File: src/hdl/ssqa_pkg.sv
// Shared types, widths and codes for the sensor sample qualify/average block.
package ssqa_pkg;

  // Field and state widths
  localparam int unsigned SmpW   = 16;
  localparam int unsigned AccW   = 27;
  localparam int unsigned CntW   = 11;
  localparam int unsigned RunW   = 8;
  localparam int unsigned GainW  = 16;
  localparam int unsigned CfgIdxW  = 3;
  localparam int unsigned CfgDataW = 16;

  // Default largest averaging window
  localparam int unsigned MaxWindowDef = 1024;

  // Configuration register indexes
  localparam logic [CfgIdxW-1:0] CfgMaxNormal  = 3'd0;
  localparam logic [CfgIdxW-1:0] CfgRunLimit   = 3'd1;
  localparam logic [CfgIdxW-1:0] CfgSpikeGap   = 3'd2;
  localparam logic [CfgIdxW-1:0] CfgWindowLen  = 3'd3;
  localparam logic [CfgIdxW-1:0] CfgScaleGain  = 3'd4;

  typedef enum logic {
    KIND_AVG   = 1'b0,
    KIND_ERROR = 1'b1
  } report_kind_e;

  typedef enum logic [1:0] {
    ST_IDLE,
    ST_EVAL,
    ST_DIV,
    ST_EMIT
  } ctrl_state_e;

  typedef enum logic [1:0] {
    DIV_IDLE,
    DIV_LOAD,
    DIV_ITER,
    DIV_DONE
  } div_state_e;

endpackage

File: src/hdl/ssqa_in_if.sv
// Sample input channel: valid/ready handshake with one raw sample per beat.
interface ssqa_in_if;
  import ssqa_pkg::*;

  logic                   valid;
  logic                   ready;
  logic signed [SmpW-1:0] sample;

  modport source (output valid, output sample, input ready);
  modport sink   (input valid, input sample, output ready);
endinterface

File: src/hdl/ssqa_out_if.sv
// Report output channel: valid/ready handshake with one report per beat.
interface ssqa_out_if;
  import ssqa_pkg::*;

  logic                   valid;
  logic                   ready;
  logic                   report_kind;
  logic signed [SmpW-1:0] report_value;

  modport source (output valid, output report_kind, output report_value, input ready);
  modport sink   (input valid, input report_kind, input report_value, output ready);
endinterface

File: src/hdl/ssqa_scale.sv
// Gain stage: registered Q8.8 multiply, truncation toward zero, 16-bit saturation.
module ssqa_scale (
  input  logic                             clk_i,
  input  logic                             en_i,
  input  logic signed [ssqa_pkg::SmpW-1:0] sample_i,
  input  logic [ssqa_pkg::GainW-1:0]       gain_i,
  output logic signed [ssqa_pkg::SmpW-1:0] scaled_o
);
  import ssqa_pkg::*;

  localparam int unsigned ProdW = SmpW + GainW + 1;
  localparam logic signed [ProdW-1:0] SatHi = ProdW'(32767);
  localparam logic signed [ProdW-1:0] SatLo = -ProdW'(32768);

  logic signed [ProdW-1:0] prod_q;
  logic signed [ProdW-1:0] adj;
  logic signed [ProdW-1:0] quo;

  // Capture the product on the accepted beat
  always_ff @(posedge clk_i) begin
    if (en_i) begin
      prod_q <= ProdW'(sample_i) * $signed({1'b0, gain_i});
    end
  end

  // Divide by 256 toward zero, then clamp
  always_comb begin
    adj = prod_q + (prod_q[ProdW-1] ? ProdW'(255) : ProdW'(0));
    quo = adj >>> 8;
    if (quo > SatHi) begin
      scaled_o = SmpW'(SatHi);
    end else if (quo < SatLo) begin
      scaled_o = SmpW'(SatLo);
    end else begin
      scaled_o = SmpW'(quo);
    end
  end

endmodule

File: src/hdl/ssqa_div.sv
// Iterative signed divider: restoring, one quotient bit per cycle, truncating toward zero.
module ssqa_div (
  input  logic                             clk_i,
  input  logic                             rst_ni,
  input  logic                             start_i,
  input  logic signed [ssqa_pkg::AccW-1:0] dividend_i,
  input  logic [ssqa_pkg::CntW-1:0]        divisor_i,
  output logic                             done_o,
  output logic signed [ssqa_pkg::SmpW-1:0] quot_o
);
  import ssqa_pkg::*;

  localparam int unsigned StepW = $clog2(AccW + 1);

  div_state_e          state_q, state_d;
  logic [StepW-1:0]    step_q, step_d;
  logic [AccW-1:0]     num_q, num_d;
  logic [CntW-1:0]     den_q, den_d;
  logic [CntW-1:0]     rem_q, rem_d;
  logic                neg_q, neg_d;
  logic [CntW:0]       rem_sh;
  logic [AccW-1:0]     quot_full;

  // Hold the sequencer state
  always_ff @(posedge clk_i or negedge rst_ni) begin
    if (!rst_ni) begin
      state_q <= DIV_IDLE;
      step_q  <= '0;
    end else begin
      state_q <= state_d;
      step_q  <= step_d;
    end
  end

  // Datapath registers
  always_ff @(posedge clk_i) begin
    num_q <= num_d;
    den_q <= den_d;
    rem_q <= rem_d;
    neg_q <= neg_d;
  end

  // Advance one quotient bit per iteration
  always_comb begin
    state_d = state_q;
    step_d  = step_q;
    num_d   = num_q;
    den_d   = den_q;
    rem_d   = rem_q;
    neg_d   = neg_q;
    rem_sh  = {rem_q, num_q[AccW-1]};
    done_o  = 1'b0;
    unique case (state_q)
      DIV_IDLE: begin
        if (start_i) begin
          num_d   = dividend_i;
          den_d   = divisor_i;
          state_d = DIV_LOAD;
        end
      end
      DIV_LOAD: begin
        neg_d   = num_q[AccW-1];
        num_d   = num_q[AccW-1] ? (~num_q + AccW'(1)) : num_q;
        rem_d   = '0;
        step_d  = StepW'(AccW);
        state_d = DIV_ITER;
      end
      DIV_ITER: begin
        if (rem_sh >= {1'b0, den_q}) begin
          rem_d = CntW'(rem_sh - {1'b0, den_q});
          num_d = {num_q[AccW-2:0], 1'b1};
        end else begin
          rem_d = CntW'(rem_sh);
          num_d = {num_q[AccW-2:0], 1'b0};
        end
        step_d = step_q - StepW'(1);
        if (step_q == StepW'(1)) begin
          state_d = DIV_DONE;
        end
      end
      DIV_DONE: begin
        done_o  = 1'b1;
        state_d = DIV_IDLE;
      end
      default: state_d = DIV_IDLE;
    endcase
  end

  // Restore the sign and keep the low 16 bits
  assign quot_full = neg_q ? (~num_q + AccW'(1)) : num_q;
  assign quot_o    = SmpW'(quot_full);

endmodule

File: src/hdl/sensor_sample_qualify_average.sv
// Top level: sample qualification, windowed accumulation and average/error reporting.
// Latency: a sample is scaled on its accepting beat and evaluated the next cycle.
// A new sample is accepted only in idle, after the last one has been evaluated and any
// average from the 27-step divider and any report have been handed to the output register.
// Reports leave through an output register; a new report stalls while the last one waits.
// Reset: registers take their documented defaults; window, run and history clear.
module sensor_sample_qualify_average #(
  parameter int unsigned MAX_WINDOW = ssqa_pkg::MaxWindowDef
) (
  input  logic                             clk_i,
  input  logic                             rst_ni,
  input  logic                             cfg_we_i,
  input  logic [ssqa_pkg::CfgIdxW-1:0]     cfg_idx_i,
  input  logic [ssqa_pkg::CfgDataW-1:0]    cfg_data_i,
  ssqa_in_if.sink                          smp_i,
  ssqa_out_if.source                       rpt_o
);
  import ssqa_pkg::*;

  // Configuration registers
  logic signed [SmpW-1:0] max_normal_q;
  logic [RunW-1:0]        run_limit_q;
  logic [SmpW-1:0]        spike_gap_q;
  logic [CntW-1:0]        win_len_q;
  logic [GainW-1:0]       gain_q;

  // Window state
  ctrl_state_e            state_q, state_d;
  logic [CntW-1:0]        cnt_q, cnt_d;
  logic signed [AccW-1:0] acc_q, acc_d;
  logic signed [SmpW-1:0] prev_q, prev_d;
  logic                   have_prev_q, have_prev_d;
  logic [RunW-1:0]        run_q, run_d;

  // Pending result and output register
  report_kind_e           res_kind_q, res_kind_d;
  logic signed [SmpW-1:0] res_value_q, res_value_d;
  logic                   out_valid_q;
  report_kind_e           out_kind_q;
  logic signed [SmpW-1:0] out_value_q;
  logic                   out_load;

  // Datapath signals
  logic                   smp_beat;
  logic signed [SmpW-1:0] cur;
  logic [CntW-1:0]        win_len_eff;
  logic [CntW-1:0]        cnt_inc;
  logic                   over;
  logic [RunW-1:0]        run_inc;
  logic signed [SmpW:0]   diff;
  logic [SmpW:0]          mag;
  logic                   take_new;
  logic signed [SmpW-1:0] add_val;
  logic signed [AccW-1:0] acc_sum;
  logic signed [AccW-1:0] acc_cand;
  logic                   div_start;
  logic                   div_done;
  logic signed [SmpW-1:0] div_quot;

  assign smp_beat    = smp_i.valid && smp_i.ready;
  assign smp_i.ready = (state_q == ST_IDLE);

  ssqa_scale u_scale (
    .clk_i    (clk_i),
    .en_i     (smp_beat),
    .sample_i (smp_i.sample),
    .gain_i   (gain_q),
    .scaled_o (cur)
  );

  ssqa_div u_div (
    .clk_i      (clk_i),
    .rst_ni     (rst_ni),
    .start_i    (div_start),
    .dividend_i (acc_cand),
    .divisor_i  (win_len_eff),
    .done_o     (div_done),
    .quot_o     (div_quot)
  );

  // Clamp the window length to 1..MAX_WINDOW
  always_comb begin
    if (win_len_q == '0) begin
      win_len_eff = CntW'(1);
    end else if (32'(win_len_q) > MAX_WINDOW) begin
      win_len_eff = CntW'(MAX_WINDOW);
    end else begin
      win_len_eff = win_len_q;
    end
  end

  // Qualify the scaled sample
  always_comb begin
    cnt_inc  = cnt_q + CntW'(1);
    over     = (cur > max_normal_q);
    run_inc  = (run_q != {RunW{1'b1}}) ? (run_q + RunW'(1)) : run_q;
    diff     = (SmpW+1)'(cur) - (SmpW+1)'(prev_q);
    mag      = diff[SmpW] ? (~diff + (SmpW+1)'(1)) : diff;
    take_new = !have_prev_q || (mag < {1'b0, spike_gap_q});
    add_val  = take_new ? cur : prev_q;
    acc_sum  = acc_q + AccW'(add_val);
    acc_cand = over ? acc_q : acc_sum;
  end

  // Sequence one sample through evaluate, divide and emit
  always_comb begin
    state_d     = state_q;
    cnt_d       = cnt_q;
    acc_d       = acc_q;
    prev_d      = prev_q;
    have_prev_d = have_prev_q;
    run_d       = run_q;
    res_kind_d  = res_kind_q;
    res_value_d = res_value_q;
    div_start   = 1'b0;
    out_load    = 1'b0;
    unique case (state_q)
      ST_IDLE: begin
        if (smp_beat) begin
          state_d = ST_EVAL;
        end
      end
      ST_EVAL: begin
        if (over && (run_inc > run_limit_q)) begin
          run_d       = run_inc;
          cnt_d       = '0;
          acc_d       = '0;
          res_kind_d  = KIND_ERROR;
          res_value_d = cur;
          state_d     = ST_EMIT;
        end else begin
          if (over) begin
            run_d = run_inc;
          end else begin
            run_d = '0;
            acc_d = acc_sum;
            if (take_new) begin
              prev_d      = cur;
              have_prev_d = 1'b1;
            end
          end
          cnt_d   = cnt_inc;
          state_d = ST_IDLE;
          if (cnt_inc >= win_len_eff) begin
            div_start = 1'b1;
            cnt_d     = '0;
            acc_d     = '0;
            state_d   = ST_DIV;
          end
        end
      end
      ST_DIV: begin
        if (div_done) begin
          res_kind_d  = KIND_AVG;
          res_value_d = div_quot;
          state_d     = ST_EMIT;
        end
      end
      ST_EMIT: begin
        if (!out_valid_q || rpt_o.ready) begin
          out_load = 1'b1;
          state_d  = ST_IDLE;
        end
      end
      default: state_d = ST_IDLE;
    endcase
  end

  // Control and window state
  always_ff @(posedge clk_i or negedge rst_ni) begin
    if (!rst_ni) begin
      state_q     <= ST_IDLE;
      cnt_q       <= '0;
      acc_q       <= '0;
      prev_q      <= '0;
      have_prev_q <= 1'b0;
      run_q       <= '0;
      out_valid_q <= 1'b0;
    end else begin
      state_q     <= state_d;
      cnt_q       <= cnt_d;
      acc_q       <= acc_d;
      prev_q      <= prev_d;
      have_prev_q <= have_prev_d;
      run_q       <= run_d;
      if (out_load) begin
        out_valid_q <= 1'b1;
      end else if (rpt_o.ready) begin
        out_valid_q <= 1'b0;
      end
    end
  end

  // Result payload
  always_ff @(posedge clk_i) begin
    res_kind_q  <= res_kind_d;
    res_value_q <= res_value_d;
    if (out_load) begin
      out_kind_q  <= res_kind_q;
      out_value_q <= res_value_q;
    end
  end

  // Decode configuration writes
  always_ff @(posedge clk_i or negedge rst_ni) begin
    if (!rst_ni) begin
      max_normal_q <= SmpW'(100);
      run_limit_q  <= RunW'(3);
      spike_gap_q  <= SmpW'(10);
      win_len_q    <= CntW'(10);
      gain_q       <= GainW'(256);
    end else if (cfg_we_i) begin
      unique case (cfg_idx_i)
        CfgMaxNormal: max_normal_q <= SmpW'(cfg_data_i);
        CfgRunLimit:  run_limit_q  <= RunW'(cfg_data_i);
        CfgSpikeGap:  spike_gap_q  <= SmpW'(cfg_data_i);
        CfgWindowLen: win_len_q    <= CntW'(cfg_data_i);
        CfgScaleGain: gain_q       <= GainW'(cfg_data_i);
        default: ;
      endcase
    end
  end

  assign rpt_o.valid        = out_valid_q;
  assign rpt_o.report_kind  = out_kind_q;
  assign rpt_o.report_value = out_value_q;

endmodule

File: src/flat_wrapper.sv
// flat-port wrapper written by rule: the top's interface ports become plain ports
module sensor_sample_qualify_average_flat import ssqa_pkg::*;
#(
  parameter int unsigned MAX_WINDOW = ssqa_pkg::MaxWindowDef
)
  (clk_i, rst_ni, cfg_we_i, cfg_idx_i, cfg_data_i, smp_i_valid, smp_i_sample, smp_i_ready, rpt_o_valid, rpt_o_report_kind, rpt_o_report_value, rpt_o_ready);
  ssqa_in_if smp_i_i ();
  ssqa_out_if rpt_o_i ();
  input  logic clk_i;
  input  logic rst_ni;
  input  logic cfg_we_i;
  input  logic [ssqa_pkg::CfgIdxW-1:0] cfg_idx_i;
  input  logic [ssqa_pkg::CfgDataW-1:0] cfg_data_i;
  input wire logic [$bits(smp_i_i.valid)-1:0] smp_i_valid;
  input wire logic [$bits(smp_i_i.sample)-1:0] smp_i_sample;
  output wire logic [$bits(smp_i_i.ready)-1:0] smp_i_ready;
  output wire logic [$bits(rpt_o_i.valid)-1:0] rpt_o_valid;
  output wire logic [$bits(rpt_o_i.report_kind)-1:0] rpt_o_report_kind;
  output wire logic [$bits(rpt_o_i.report_value)-1:0] rpt_o_report_value;
  input wire logic [$bits(rpt_o_i.ready)-1:0] rpt_o_ready;
  assign smp_i_i.valid = smp_i_valid;
  assign smp_i_i.sample = smp_i_sample;
  assign smp_i_ready = smp_i_i.ready;
  assign rpt_o_valid = rpt_o_i.valid;
  assign rpt_o_report_kind = rpt_o_i.report_kind;
  assign rpt_o_report_value = rpt_o_i.report_value;
  assign rpt_o_i.ready = rpt_o_ready;
  sensor_sample_qualify_average #(.MAX_WINDOW(MAX_WINDOW)) u_core (.clk_i(clk_i), .rst_ni(rst_ni), .cfg_we_i(cfg_we_i), .cfg_idx_i(cfg_idx_i), .cfg_data_i(cfg_data_i), .smp_i(smp_i_i), .rpt_o(rpt_o_i));
endmodule
File: config.mk
export PLATFORM = sky130hd
export DESIGN_NAME = sensor_sample_qualify_average_flat
export DESIGN_NICKNAME = d
export VERILOG_FILES = /design/src/hdl/ssqa_pkg.sv /design/src/hdl/ssqa_in_if.sv /design/src/hdl/ssqa_out_if.sv /design/src/hdl/ssqa_scale.sv /design/src/hdl/ssqa_div.sv /design/src/hdl/sensor_sample_qualify_average.sv /design/src/flat_wrapper.sv
export SDC_FILE = /design/constraint.sdc
export NUM_CORES = 1
export LEC_CHECK = 0
export ABC_AREA = 1
export CORE_UTILIZATION = 41
export DETAILED_ROUTE_END_ITERATION = 8
export DONT_BUFFER_PORTS = 1
export PLACE_DENSITY = 0.52
export SLEW_MARGIN = 25
export SYNTH_ARGS = -nofsm -noshare
export SYNTH_HDL_FRONTEND = slang
export SYNTH_SLANG_ARGS = --single-unit
File: constraint.sdc
create_clock -name clk_i -period 9.47 [get_ports clk_i]
set_input_delay 0.947 -clock clk_i [delete_from_list [all_inputs] [get_ports clk_i]]
set_output_delay 0.947 -clock clk_i [all_outputs]
set_load 0.01 [all_outputs]
==> results of run 1 <==
## Yosys cell counts (3+ instances only)
| library cell | n | area, um^2 |
|---|---|---|
| nand3_2 | 3 | 30.0 |
| xnor2_1 | 28 | 245 |
| nor2_1 | 135 | 507 |
| dfrtp_1 | 130 | 3250 |
| o21a_1 | 4 | 30.0 |
| a21oi_1 | 162 | 811 |
| o22ai_1 | 21 | 131 |
| nor4_1 | 12 | 75.1 |
| a22oi_1 | 15 | 113 |
| buf_2 | 3 | 15.0 |
| nand3_1 | 126 | 631 |
| a31oi_1 | 10 | 62.6 |
| nor3_1 | 26 | 130 |
| dfstp_2 | 10 | 263 |
| o21ai_1 | 15 | 75.1 |
| or2_2 | 17 | 106 |
| fa_1 | 197 | 3940 |
| nand2_2 | 11 | 68.8 |
| nand4_1 | 33 | 206 |
| xor2_1 | 82 | 718 |
| nand3b_1 | 6 | 45.0 |
| inv_2 | 7 | 26.3 |
| edfxtp_1 | 117 | 3510 |
| inv_1 | 655 | 2460 |
| nor2_2 | 6 | 37.5 |
| a21o_1 | 5 | 37.5 |
| and2_1 | 19 | 119 |
| o21bai_1 | 6 | 45.0 |
| clkbuf_1 | 108 | 405 |
| nand2_1 | 795 | 2980 |
| nor3_2 | 5 | 50.1 |
| ha_1 | 247 | 3090 |
| o221ai_1 | 4 | 35.0 |
| o21ai_0 | 222 | 1110 |
| a211oi_1 | 7 | 52.6 |
| buf_6 | 3 | 33.8 |
## area by class of cell
class | count | area share
sequential | 257 | 0.253
multi-input combinational | 2247 | 0.571
inverter | 664 | 0.0898
tap | 837 | 0.0377
clock inverter | 20 | 0.0101
clock buffer | 36 | 0.0297
timing repair buffer | 32 | 0.00865
## placed cells by master (no fill, tap or decap), types with 12 or more instances in the layout
cell / netlist / final
nor2_1: 135 / 135
or2_2: 17 / 17
xor2_1: 82 / 81
fa_1: 197 / 196
nand4_1: 33 / 33
inv_1: 655 / 652
buf_4: 2 / 32
xnor2_1: 28 / 28
nor3_1: 26 / 26
clkbuf_16: 0 / 31
a22oi_1: 15 / 15
a21oi_1: 162 / 159
nand2_1: 795 / 794
nand3_1: 126 / 123
nor4_1: 12 / 12
o21ai_1: 15 / 16
ha_1: 247 / 247
and2_1: 19 / 19
dfrtp_1: 130 / 130
edfxtp_1: 117 / 117
o22ai_1: 21 / 21
o21ai_0: 222 / 218
## repair_timing
item                                    in CTS  in global routing
hold buffers                                 0                  0
endpoints found under the setup margin       0                 35
gates resized for setup                      0                 21
setup buffers                                0                 13
## registers in the layout (all words and copies together), names as in the netlist, 16 cells and up, named ones only
| register | count |
|---|---|
| u_core.max_normal_q | 16 |
| u_core.u_div.num_q | 27 |
| u_core.u_scale.prod_q | 33 |
| u_core.gain_q | 16 |
| u_core.prev_q | 16 |
| u_core.acc_q | 27 |
| u_core.res_value_q | 16 |
| u_core.rpt_o.report_value | 16 |
| u_core.spike_gap_q | 16 |
## metrics by stage
step,hold WS (ns),cells,cell area (um^2)
2_1_floorplan,0.400,3284,25700
3_3_place_gp,0.401,4022,26500
3_5_place_dp,0.405,4022,26500
4_1_cts,0.0379,4078,27600
5_1_grt,0.0409,4093,27800
6_report,0.0667,4093,27800
## metal layers
layer / vias to the layer above / track usage
li1: 10300 / -
met1: 10100 / 0.304
met2: 442 / 0.397
met3: 123 / 0.0253
met4: 2 / 0.0625
met5: - / 0
## path summary, 6_finish.rpt
check | from | end | slack, ns | cells past startpoint
worst max-delay path | u_core.u_scale.prod_q[32] | u_core.u_div.num_q[26] | 0.66 | 51
worst min-delay path | rst_ni | u_core.acc_q[25] | 0.07 | 0
worst max register to register | u_core.u_scale.prod_q[32] | u_core.u_div.num_q[26] | 0.66 | 51
worst min register to register | u_core.res_value_q[4] | u_core.rpt_o.report_value[4] | 0.42 | 0
max in group asynchronous | rst_ni | u_core.gain_q[8] | 9.03 | 0
min in group clk_i | u_core.res_value_q[4] | u_core.rpt_o.report_value[4] | 0.42 | 0
## cell families after synthesis
kind of cell / count (synthesis) / share of synthesized area
AO/OA/AOI/OAI: 482 / 0.101
adder cells (fa/ha/maj): 444 / 0.273
XOR/XNOR: 110 / 0.0374
buffers and inverters: 782 / 0.115
multiplexers: 2 / 0.000778
flip-flops: 257 / 0.273
AND/OR/NAND/NOR: 1207 / 0.199
==> metrics, run 1 <==
dominant synthesized flop cell=dfrtp_1; WL met3=roughly 2800 um; ys async rst share=0.545; Hold Vio Cnt, Final=0; Finished Core Util=0.449; EDFF count, synth=117; initial antenna violation count=1; DRT iter0 DRCs=1230; input/output buffers=0; WS Path Type=flop to flop; post-synthesis sequential area ratio=0.273; MaxCap Viol Count=0; Multi-input gate area=15900 um^2; DRC violations left=0; Worst setup SP type=flop; I/O Pins=59; worst slack, placed=between 0.06 and 0.07 ns; Highest Clock Rate=114 MHz; Routed Antenna Nets=0; CTS tree=yes; vias in the first global route=21300; final worst slack=0.664 ns; die area=63800 um^2; final worst-path cycle share=0.930; buffer and inverter count on the worst path=6; min cycle time layout=8.81 ns; CTS Root Cell=clkbuf_16; Top cell by count, worst path=nand2_1; chip height=253 um; syn nets=3768; Clock Skew=0.0217 ns; Post-Syn Area=25700 um^2; Vias=20900; n_diodes=0; Fillers=6149; slew margin rel.=0.319; crit path DAT=9.12 ns; syn avg cell area=7.84 um^2; Ys Warns=0; worst-margin pin slew=1.02 ns; DR vias/cell=5.11; CP delay by family, top=simple AND/OR/NAND/NOR gates; status=completed; DRT Pass-1 Iters=5; met1 WL=~33000 um; Worst EP required=9.79 ns; average wire per standard cell=between 15 and 20 um; Initial Util=0.416; met2 wire len=34700 um; Syn Inst Count=3284; CP max stage cell=edfxtp_1; clk buf depth=3; Die W=roughly 250 um; DP HPWL=57100 um; Tightest Hold Check Type=input port to async pin; clock sinks=257; area added between synthesis and finish=7.88%; Rows=91; highest routed metal layer=met5; Worst Setup End Kind=flop; number of distinct library cells after synthesis=59; Clk pin slew, worst setup/hold paths=0.06 ns; total track usage=0.230; setup TNS=0 ns; FF+latch count, synth=257; Final Wtd Congestion=0.931; wirelength, routed=72200 um; CP Max Fanout=12; # setup viols final=0; RSZ-0062 raised after global routing=false; total core area=approximately 60000 um^2; largest net degree at the start of global routing=141; fin nets=approximately 3700; share of cells above drive strength 1=0.0531; Final Slew Violations=0; first-pass GRT wire length=115000 um; CP max stage delay=approximately 0.52 ns; clock latency on the worst-skew pair=0.59 ns; FF+latch area=roughly 7000 um^2; GRT overflow=0; H-tree levels=1; TritonCTS buffer count=30
Power of run 1 is left out: the tool's default activity adds up to more than one toggle a clock period on the data nets, which glitch-free logic cannot reach.
==> inputs of run 2 (changes only) <==
--- a/config.mk
+++ b/config.mk
@@ -9,6 +9,7 @@
 export CORE_UTILIZATION = 41
 export DETAILED_ROUTE_END_ITERATION = 8
 export DONT_BUFFER_PORTS = 1
+export GPL_TIMING_DRIVEN = 0
 export PLACE_DENSITY = 0.52
 export SLEW_MARGIN = 25
 export SYNTH_ARGS = -nofsm -noshare
==> metrics, run 2 (same netlist as run 1, synthesis figures left out) <==
final worst slack=between 0.6 and 0.7 ns; Highest Clock Rate=113 MHz; clock sinks=257; clk buf depth=3; DRT iter0 DRCs=1026; largest registers=u_core.u_scale.prod_q (33), u_core.acc_q (27), u_core.u_div.num_q (27); FF-to-FF path depth=59; Final Wtd Congestion=between 0.9 and 1; CP max stage delay=0.41 ns; vias in the first global route=approximately 22000; area added between synthesis and finish=9.65%; Routed Antenna Nets=0; first-pass GRT wire length=118000 um; FF+latch area=7030 um^2; wirelength, routed=75800 um; Top cell by count, worst path=nand2_1; input/output buffers=0; DRT Pass-1 Iters=5; WS Path Type=flop to flop; Clock Skew=0.0317 ns; total track usage=0.240; CTS Hold Bufs=0; Reg2Reg Setup Slack=0.64 ns; # setup viols final=0; I/O Pins=between 50 and 60; Critical Path Stages=around 60; TritonCTS buffer count=31; commonest non-fill, non-tap cells in the layout=nand2_1 (785), inv_1 (653), ha_1 (240); chip height=253 um; final worst-path cycle share=0.932; largest net degree at the start of global routing=~140; CP Max Fanout=10; CTS tree=yes; die area=63800 um^2; Hold Vio Cnt, Final=0; Die W=253 um; Worst Setup End Kind=flop; MaxCap Viol Count=0; max reg flops=33; DRC violations left=0; Worst EP required=9.81 ns; worst-margin pin slew=0.943 ns; slew margin rel.=0.369; min cycle time layout=roughly 8.8 ns; DP HPWL=62300 um; Multi-input gate area=16000 um^2; crit path DAT=9.17 ns; Crit. Startpoint=u_core.u_scale.prod_q[32]; commonest non-fill, non-tap cell in the layout=nand2_1; CP endpoint=u_core.u_div.num_q[26]; Vias=21200; initial antenna violation count=3; worst slack, placed=-0.443 ns; Final Slew Violations=0; Fillers=6226; CP delay by family, top=simple AND/OR/NAND/NOR gates; Clk pin slew, worst setup/hold paths=0.06 ns; fin nets=3818; GRT overflow=0; status=completed; DR vias/cell=about 5; Reg with most FFs=u_core.u_scale.prod_q; Initial Util=0.416; Rows=between 90 and 100; worst reg2reg path startpoint=u_core.u_scale.prod_q[32]; CTS Root Cell=clkbuf_16; Worst setup SP type=flop; total core area=61800 um^2; clock latency on the worst-skew pair=approximately 0.61 ns; buffer and inverter count on the worst path=11; CP max stage cell=edfxtp_1; Tightest Hold Check Type=input port to async pin; share of cells above drive strength 1=0.0551; average wire per standard cell=18.0 um; H-tree levels=1; RR Endpoint=u_core.u_div.num_q[26]
==> run 2: worst min-delay path by stage <==
stage                                     start                           end  slack [ns]  cells past startpoint
after floorplan               u_core.res_kind_q      u_core.rpt_o.report_kind        0.40                      0
after global placement    u_core.res_value_q[5]  u_core.rpt_o.report_value[5]        0.40                      0
after detailed placement  u_core.res_value_q[8]  u_core.rpt_o.report_value[8]        0.41                      0
after CTS                                rst_ni              u_core.prev_q[9]        0.03                      0
after global routing                     rst_ni              u_core.acc_q[20]        0.03                      0
final                                    rst_ni              u_core.acc_q[19]        0.05                      0
==> run 2: cell type report <==
class,count,area share
buffer,118,0.0170
timing repair buffer,17,0.00567
clock inverter,23,0.00891
inverter,664,0.0884
tap,837,0.0371
sequential,257,0.249
antenna,2,0.000177
clock buffer,35,0.0280
multi-input combinational,2245,0.566
==> run 2: routing by layer <==
layer	routed length, um	global-route usage
met1	31600	0.289
met2	37800	0.434
met4	3290	0.101
met3	3040	0.0239
met5	0	0
==> run 2: repair_timing <==
action	CTS	global route
pin swaps	0	10
endpoints found under the setup margin	23	42
endpoints found under the hold margin	0	0
buffers inserted	1	15
resized for setup	3	53
==> run 2: per-stage QoR <==
stage	utilization	setup TNS (ns)	cells	hold slack (ns)	instance area [um^2]
2_1_floorplan	-	0	3284	0.400	25700
3_3_place_gp	0.433	-1.21	4121	0.404	26800
3_5_place_dp	0.434	-2.52	4122	0.405	26800
4_1_cts	0.451	0	4181	0.0334	27900
5_1_grt	0.457	-0.0386	4198	0.0259	28200
6_report	0.457	0	4198	0.0527	28200
Power of run 2 is left out for the same reason.
==> inputs of run 3 (changes only) <==
--- a/config.mk
+++ b/config.mk
@@ -10,7 +10,7 @@
 export DETAILED_ROUTE_END_ITERATION = 8
 export DONT_BUFFER_PORTS = 1
 export GPL_TIMING_DRIVEN = 0
-export PLACE_DENSITY = 0.52
+export PLACE_DENSITY = 0.56
 export SLEW_MARGIN = 25
 export SYNTH_ARGS = -nofsm -noshare
 export SYNTH_HDL_FRONTEND = slang
==> metrics, run 3 (same netlist as run 1, synthesis figures left out) <==
status=completed; largest registers=u_core.u_scale.prod_q (33), u_core.acc_q (27), u_core.u_div.num_q (27); Final Non-Filler Cells=4198; CP Max Fanout=10; CTS Root Cell=clkbuf_16; Rows=91; Worst setup SP type=flop; Top cell by count, worst path=nand2_1; commonest non-fill, non-tap cell in the layout=nand2_1; total core area=61800 um^2; Routed Antenna Nets=0; max reg flops=33; n_diodes=0; commonest non-fill, non-tap cells in the layout=nand2_1 (788), inv_1 (652), ha_1 (239); clock sinks=roughly 260; final worst-path cycle share=0.918; clock latency on the worst-skew pair=about 0.55 ns; WS Path Type=flop to flop; share of cells above drive strength 1=0.0553; clk buf depth=3; DRC violations left=0; Highest Clock Rate=between 100 and 150 MHz; largest net degree at the start of global routing=141; worst-margin pin slew=0.854 ns; H-tree levels=2; wirelength, routed=73000 um; TritonCTS buffer count=34; Inst Count DP=4122; vias in the first global route=20800; DP HPWL=59000 um; CTS Hold Bufs=0; crit path DAT=8.96 ns; GRT overflow=0; chip height=253 um; I/O Pins=between 50 and 60; Clock Skew=about 0.018 ns; CP max stage cell=edfxtp_1; min cycle time layout=8.70 ns; die area=63800 um^2; FF-to-FF path depth=61; Hold WS=0.0887 ns; MaxCap Viol Count=0; Worst Setup End Kind=flop; DRT iter0 DRCs=1116; slew margin rel.=0.429; input/output buffers=0; Clk pin slew, worst setup/hold paths=0.06 ns; Reg with most FFs=u_core.u_scale.prod_q; DRT Pass-1 Iters=5; area added between synthesis and finish=10.4%; Hold Vio Cnt, Final=0; Final Slew Violations=0; final worst slack=around 0.77 ns; CP max stage delay=0.41 ns; Die W=253 um; CTS tree=yes; Worst EP required=9.73 ns; first-pass GRT wire length=115000 um; fin nets=3819; Vias=20900; initial antenna violation count=5; total track usage=0.234; # setup viols final=0; average wire per standard cell=17.4 um; worst slack, placed=-0.547 ns; Tightest Hold Check Type=input port to async pin; DR vias/cell=4.97; Final Wtd Congestion=0.917; Initial Util=0.416
[run 3: changes by cell type in the layout (fill, tap and decap cells not counted), moves of 3 or more]
cell,delta
nor2_2,-4
clkbuf_16,+7
nor2_1,+3
clkinv_1,-4
clkinvlp_4,-4
inv_6,+5
buf_4,-4
nand2_1,+3
[run 3: what timing repair did]
action	in CTS	in global routing
setup endpoints to repair	31	40
pin swaps	0	6
setup buffers	1	13
gates resized for setup	4	45
[run 3: critical path: cells and delay by family (launching register included)]
family                     cells  cell delay [ns]
and+or+nand+nor               37             4.00
adders and majority gates      5             1.50
buffers and inverters         10             1.16
AOI/OAI and AO/OA              8             1.16
DFF                            1             0.41
xor gates and xnor gates       1             0.17
[run 3: final timing paths]
path	from	slack [ns]	to
min	rst_ni	0.09	u_core.cnt_q[9]
min in group clk_i	u_core.res_value_q[9]	0.42	u_core.rpt_o.report_value[9]
max in group asynchronous	rst_ni	9.06	u_core.spike_gap_q[3]
min reg2reg	u_core.res_value_q[9]	0.42	u_core.rpt_o.report_value[9]
max	u_core.u_scale.prod_q[32]	0.77	u_core.u_div.num_q[26]
max reg2reg	u_core.u_scale.prod_q[32]	0.77	u_core.u_div.num_q[26]
[run 3: routing by layer]
metal / wire, um / GRT usage
met1: 33300 / 0.316
met2: 33800 / 0.388
met3: 3920 / 0.0329
met4: 1970 / 0.0667
met5: 0 / 0
[run 3: per-stage QoR]
stage	setup TNS, ns	area (um^2)	utilization
floorplan	0	25700	-
global placement	-8.15	26800	0.433
detailed placement	-6.80	26900	0.434
CTS	0	28100	0.455
global route	-0.0309	28400	0.460
finish	0	28400	0.460
[run 3: cell type report]
cell class,count,area [um^2]
clock inverter,18,251
clock buffer,44,997
buffer,118,487
tap,837,1050
timing repair buffer,15,145
multi-input combinational,2245,16000
fill,6263,33400
sequential,257,7030
inverter,664,2500
Power of run 3 is left out for the same reason.
